[config.mk]
export PLATFORM = sky130hd
export DESIGN_NAME = wpvc_ram
export DESIGN_NICKNAME = d
export VERILOG_FILES = /design/src/rtl/wpvc_ram.sv
export SDC_FILE = /design/constraint.sdc
export NUM_CORES = 1
export LEC_CHECK = 0
export BUFFER_PORTS_ARGS = -buffer_cell sky130_fd_sc_hd__buf_2
export CAP_MARGIN = 20
export CORE_MARGIN = 5
export CORE_UTILIZATION = 34
export CTS_CLUSTER_SIZE = 24
export DETAILED_ROUTE_END_ITERATION = 12
export SLEW_MARGIN = 20
export SYNTH_ARGS = -nofsm -noshare
export SYNTH_HDL_FRONTEND = slang
export SYNTH_SLANG_ARGS = --single-unit
[constraint.sdc]
create_clock -name clk -period 6.55 [get_ports clk]
set_input_delay 1.31 -clock clk [delete_from_list [all_inputs] [get_ports clk]]
set_output_delay 1.31 -clock clk [all_outputs]
set_load 0.01 [all_outputs]
[src/rtl/wpvc_ram.sv]
module wpvc_ram #(
	parameter int Width = 32,
	parameter int Depth = 16
) (
	input  logic                     clk,
	input  logic                     we,
	input  logic [$clog2(Depth)-1:0] waddr,
	input  logic [Width-1:0]         wdata,
	input  logic [$clog2(Depth)-1:0] raddr,
	output logic [Width-1:0]         rdata
);
	logic [Width-1:0] mem [Depth];

	always_ff @(posedge clk) begin
		if (we) mem[waddr] <= wdata;
		rdata <= mem[raddr];
	end
endmodule

### Yosys cells after proc, flatten, opt, wreduce, memory -nomap -nowiden

Memory sizes are Yosys's and may differ from the RTL's. A register that Yosys moved wholly into a read port is not among the register bits.
Index checks and enable logic that the tools add are counted.

* input port bits: 42
* memories kept: 1
* logic and storage cells: 3
* RAM bits: 512
* bits in registers: 0
* output and inout bits: 32

* muxes and demuxes: 2

Memories
* mem: words 16, width 32, read ports 1, clocked after Yosys merged registers in 1, write ports 1, line 12 `logic [Width-1:0] mem [Depth];`

Operators with widths (count)
* 2-to-1 mux 1 bit: 2

### Longest topological paths before layout

Gate-level depths: netlist (run 1).

* word-level depth: 2
* gate-level depth with buffers: 5
* mapped depth without buffers: 3

### Worst setup path before layout (run 1)

OpenSTA, ideal clock, no wires.

* path type: input -> register
* start: input port waddr[2]
* end: memory mem[0][0] (enable)
* setup slack: 2060 ps
* library setup time: 461 ps
* arrival time: 4028 ps
* required time: 6089 ps
* stages on the path: 2
* cell sequence: or3b_2 > nor3_1

RTL lines
* from (decl): line 7 `input logic [$clog2(Depth)-1:0] waddr,`
* to (decl): line 12

No word-level cell before the write port.

==> results of run 1 <==
stage by stage:
| step | hold slack, ps | std cells |
|---|---|---|
| global placement | 649.6 | 1656 |
| CTS | 672.6 | 1748 |
| global route | 700.9 | 1748 |
| finish | 670.2 | 1751 |
| detailed placement | 656.2 | 1656 |
| floorplan | 634.9 | 838 |
routing by layer:
| layer | up-vias | part of all wire | track usage |
|---|---|---|---|
| li1 | 3787 | - | - |
| met1 | 4909 | 0.44 | 0.1960 |
| met2 | 236 | 0.49 | 0.2221 |
| met3 | 53 | 0.059 | 0.02835 |
| met4 | 0 | 0.014 | 0.02511 |
| met5 | - | 0 | 0 |
sequential cells by signal, indices dropped and copies added, names as in the netlist:
| name | cells |
|---|---|
| rdata | 32 |
| mem | 512 |
critical path: cells and delay by family:
kind	cells	cell delay, ps
AO/OA/AOI/OAI	1	210
AND/OR/NAND/NOR	1	80
buffers and inverters	2	1110
multiplexers	1	560
path summary, 6_finish.rpt:
kind | cells after the start | to
hold / removal | 3 | rdata[0]
hold reg to reg | 3 | rdata[0]
setup / recovery | 5 | rdata[16]
setup reg to reg | 3 | rdata[6]
cell usage in the layout (no fill, tap or decap), drive strengths merged, types with 2 or more instances in the layout:
cell type / n
bufinv: 5
nand2b: 2
diode: 3
nor2b: 2
buf: 96
a22oi: 64
nand3b: 2
nand2: 33
clkinv: 17
dfxtp: 32
inv: 2
edfxtp: 512
nor3: 4
nor2: 13
clkbuf: 68
mux4: 128
final cells by class:
type,count,area [µm²]
Fill cell,5096,34870
Sequential cell,544,16020
Multi-Input combinational cell,251,3750
Clock buffer,68,1393
Tap cell,765,957.2
Timing Repair Buffer,96,563.0
Clock inverter,24,246.5
Antenna cell,3,7.507
cell families after synthesis:
family | after synthesis | synth area share
AND/OR/NAND/NOR | 59 | 0.01273
flip-flops | 544 | 0.8067
buffers and inverters | 43 | 0.01122
multiplexers | 128 | 0.1452
AO/OA/AOI/OAI | 64 | 0.02420
report_power, final:
group	switching [mW]	leakage (nW)	total, mW	internal (mW)
clock network	1.22	0.805	2.91	1.69
logic	0.206	1.56	0.343	0.137
registers	0.0235	4.89	3.91	3.89
total	1.45	7.26	7.17	5.72
cell usage after synthesis (all sizes together):
library cell / count
edfxtp: 512
mux4: 128
a22oi: 64
nand2: 33
dfxtp: 32
buf: 26
clkbuf: 17
nor2: 13
nor3: 4
nand2b: 2
nand3b: 2
nor2b: 2
and2: 1
nand3: 1
or3b: 1
==> summary.txt, run 1 <==
total grt overflow: 0
capturing element type of the critical path: register
Final Core Density: 0.3967
crit-path cells: buf_8 > buf_12 > mux4_2 > a22oi_1 > nand2_1
Max Cap Violations: 0
max frequency: 336.2 MHz
Worst path max stage delay: 680 ps
share of layout cells above drive strength 1: 0.3204
CTS Root Cell: clkbuf_16
unrepaired setup endpoints after global routing: no
Tightest Pin Transition: 979.9 ps
count of warnings emitted by yosys: 0
worst-skew pair later-pin latency: 560 ps
vias in the first global route: 9,497
crit path launch type: input port
Worst-path clk slew: 60 ps
Pwr Density: 312.5 mW/mm²
post-synth top area cell: edfxtp_1
Post-DRT Antenna Nets: 0
count of final setup violators: 0
initial antenna violation count: 3
first-pass GRT wire length: 64.40 mm
Wirelength per Cell: 25.03 µm
worst slack, placed: 2828 ps
Design Area, Final: 0.02293 mm²
H-tree levels: 2
Syn Nets: 880
worst vdd ir: 0.2022 mV
largest net degree at the start of global routing: 81
#FFs+latches synth: 544
cts hold-fix bufs: 0
Setup CP Type: in2reg
Placed Instance Area: 0.02128 mm²
CTS tree: built
Die X: 251.7 µm
Worst R2R Start: mem[2][6]
number of DRC markers in iteration 0: 855
post-synth cell types: 18
Net count, final: 987
synthesized instance count: 838
Layout area overhead: 15.50%
IO buf count: 73
Avg Inst Size Synth: 23.69 µm²
Max Slew Vio Count: 0
CTS max path bufs: 3
run status: completed
Mapped Area: 0.01985 mm²
core area: 0.05781 mm²
crit path DAT: 3420 ps
CTS Buf Count: 52
Die H: 251.7 µm
Final Hold Fails: 0
post-synthesis sequential area ratio: 0.8067
Final Power: 7.167 mW
All-Layer GR Usage: 0.1370
synth top area cells: edfxtp_1 (77%), mux4_2 (15%), dfxtp_1 (3.2%)
router iterations before antenna repair: 5
post_cts resized: 0
setup TNS: 0 ps
HP Start: mem[14][0]
Slowest-stage cell, CP: buf_8
Clock Skews: 8.564 ps
Total Wirelength: 43.82 mm
CP required: 7000 ps
CTS Sinks: 544
Final Critical Period: 2975 ps
detailed placement HPWL: 20.47 mm
Starting Density: 0.3435
r2r setup slk: 5210 ps
Max-slew headroom: 0.3467
top-area cell type share of the netlist area: 0.7744
fin worst setup slack: 3575 ps
# IOs: 74
postcts setup bufs: 0
via count: 8,985
CP Max Fanout: 80
DIE AREA: 0.06333 mm²
Post-route DRC: 0
Hold/Removal Path Class: reg2reg
detailed-route vias per instance: 5.131
worst setup path startpoint: raddr[0]
routability cong.: 0.6763
Final Cycle Share: 0.4541
static leakage: 7.256 nW
row count: 88
(Power assumes the default switching activity.)
==> run 2, diff against run 1 <==
clock period = 2.9 ns   (was 6.55 ns; I/O delays follow)
==> run 2 against run 1 <==
Sequential share of layout area down 1.1 points. Clock power up 120%. Critical endpoint is now rdata[0]. Total power up 120%. Hold slack worse by 290 ps. Routed wire length down 6.1%. Register-to-register slack worse by 3700 ps. Via count down 1.1%. Cell count up 0.86%. Clock skew down 0.74 ps. Global-route usage down 0.65 points.
==> summary.txt, run 2 (same netlist as run 1, synthesis figures left out) <==
Largest register FFs: 512 (unchanged)
Final Critical Period: 1727 ps
Final Power: 16.08 mW (+120%)
crit path launch type: register
Top Registers: mem (512), rdata (32)
DIE AREA: 0.06333 mm² (unchanged)
commonest non-fill, non-tap cell in the layout: edfxtp_1
fill count: 5,079 (-0.33%)
Final Hold Fails: 0 (unchanged)
largest register by flop count: mem
worst-skew pair later-pin latency: 580 ps (+20 ps)
vias in the first global route: 9,591 (+0.99%)
H-tree levels: 2 (unchanged)
Total Wirelength: 41.15 mm (-6.1%)
unrepaired setup endpoints after global routing: no
most frequent cells in the layout: edfxtp_1 (512), mux4_2 (128), buf_2 (71)
GR Util met1: 0.1866 (-0.009424)
Layout area overhead: 17.34%
HP Start: wdata[7]
Max Cap Violations: 0 (unchanged)
row count: 88 (unchanged)
number of DRC markers in iteration 0: 760 (-11%)
first-pass GRT wire length: 62.32 mm (-3.2%)
CTS Buf Count: 53 (+1.9%)
router iterations before antenna repair: 5 (unchanged)
Hold/Removal Path Class: in2reg
crit path DAT: 1150 ps (-2270 ps)
largest net degree at the start of global routing: 59 (-27%)
static leakage: 7.391 nW (+1.9%)
crit-path cells: buf_2
CP required: 2320 ps (-4680 ps)
Top Family by Delay on Critical Path: flip-flops
Final Cycle Share: 0.5954
Top Usage Layer GRT: met2
All-Layer GR Usage: 0.1305 (-0.006528)
detailed-route vias per instance: 5.029 (-2.0%)
max frequency: 579.1 MHz
worst slack, placed: 681.1 ps (-2147 ps)
Worst path max stage delay: 410 ps (-270 ps)
Pwr Density: 690.1 mW/mm² (+120%)
Setup CP Type: reg2out
Worst-path clk slew: 60 ps (about the same)
Net count, final: 999 (+1.2%)
Starting Density: 0.3435 (unchanged)
capturing element type of the critical path: primary output
run status: completed
Max-slew headroom: 0.4696 (+0.1229)
CTS Sinks: 544 (unchanged)
Clock Skews: 7.825 ps (-0.7389 ps)
post_cts resized: 0 (unchanged)
CTS tree: built
worst setup path startpoint: rdata[0]
Post-route DRC: 0 (unchanged)
Wirelength per Cell: 23.30 µm (-6.9%)
cts hold-fix bufs: 0 (unchanged)
share of layout cells above drive strength 1: 0.3330 (+0.01255)
detailed placement HPWL: 21.70 mm (+6.0%)
core area: 0.05781 mm² (unchanged)
fin worst setup slack: 1173 ps (-2402 ps)
met2 Use GR: 0.2069 (-0.01514)
routability cong.: 0.6879 (+1.7%)
count of final setup violators: 0 (unchanged)
Max Slew Vio Count: 0 (unchanged)
Post-DRT Antenna Nets: 0 (unchanged)
Final Core Density: 0.4030 (+0.006299)
CTS max path bufs: 3 (unchanged)
Die H: 251.7 µm (unchanged)
via count: 8,882 (-1.1%)
setup TNS: 0 ps (unchanged)
CTS Root Cell: clkbuf_16
total grt overflow: 0 (unchanged)
# IOs: 74 (unchanged)
worst vdd ir: 0.3937 mV (+95%)
Tightest Pin Transition: 795.6 ps (-184.3 ps)
IO buf count: 73 (unchanged)
initial antenna violation count: 2 (-1)
Slowest-stage cell, CP: dfxtp_1
CP Max Fanout: 1 (-99%)
Worst R2R Start: mem[3][6]
met3 Resource Use GR: 0.03123 (+0.002886)
postcts setup bufs: 0 (unchanged)
Worst Path Buf+Inv: 1 (-1)
Die X: 251.7 µm (unchanged)
## run 2: power by group
group,internal (mW),switching [mW],total [mW]
logic,0.339,0.461,0.799
registers,8.79,0.0571,8.85
clock network,3.68,2.75,6.43
total,12.8,3.27,16.1
## run 2: per-layer routing
metal,share of wire,wire (µm)
met3,0.062,2559
met2,0.48,19680
met4,0.013,541
met5,0,0
met1,0.45,18370
## run 2: layout make-up
cell class	instances	area (µm²)	area share
diodes	4	10.01	0.0004297
clock buffers	73	1501	0.06445
clock inverters	22	130.1	0.005586
multi-input cells	251	3775	0.1620
flip-flops and latches	544	16020	0.6875
well taps	765	957.2	0.04109
repair buffers	107	907.1	0.03894
## run 2: through the flow
step	instances	hold slack (ps)	cell area [µm²]
after global placement	1667	648.7	21650
after CTS	1762	335.3	23290
after global routing	1762	355.4	23290
after floorplan	838	634.9	19870
after detailed placement	1667	655.0	21650
final	1766	378.5	23300
## run 2: path summary, 6_finish.rpt
| check | endpoint | slack [ps] | cells past startpoint |
|---|---|---|---|
| setup reg to reg | rdata[6] | 1530 | 3 |
| setup / recovery | rdata[0] | 1170 | 1 |
| hold reg to reg | rdata[17] | 670 | 3 |
| hold / removal | mem[12][7] | 380 | 1 |
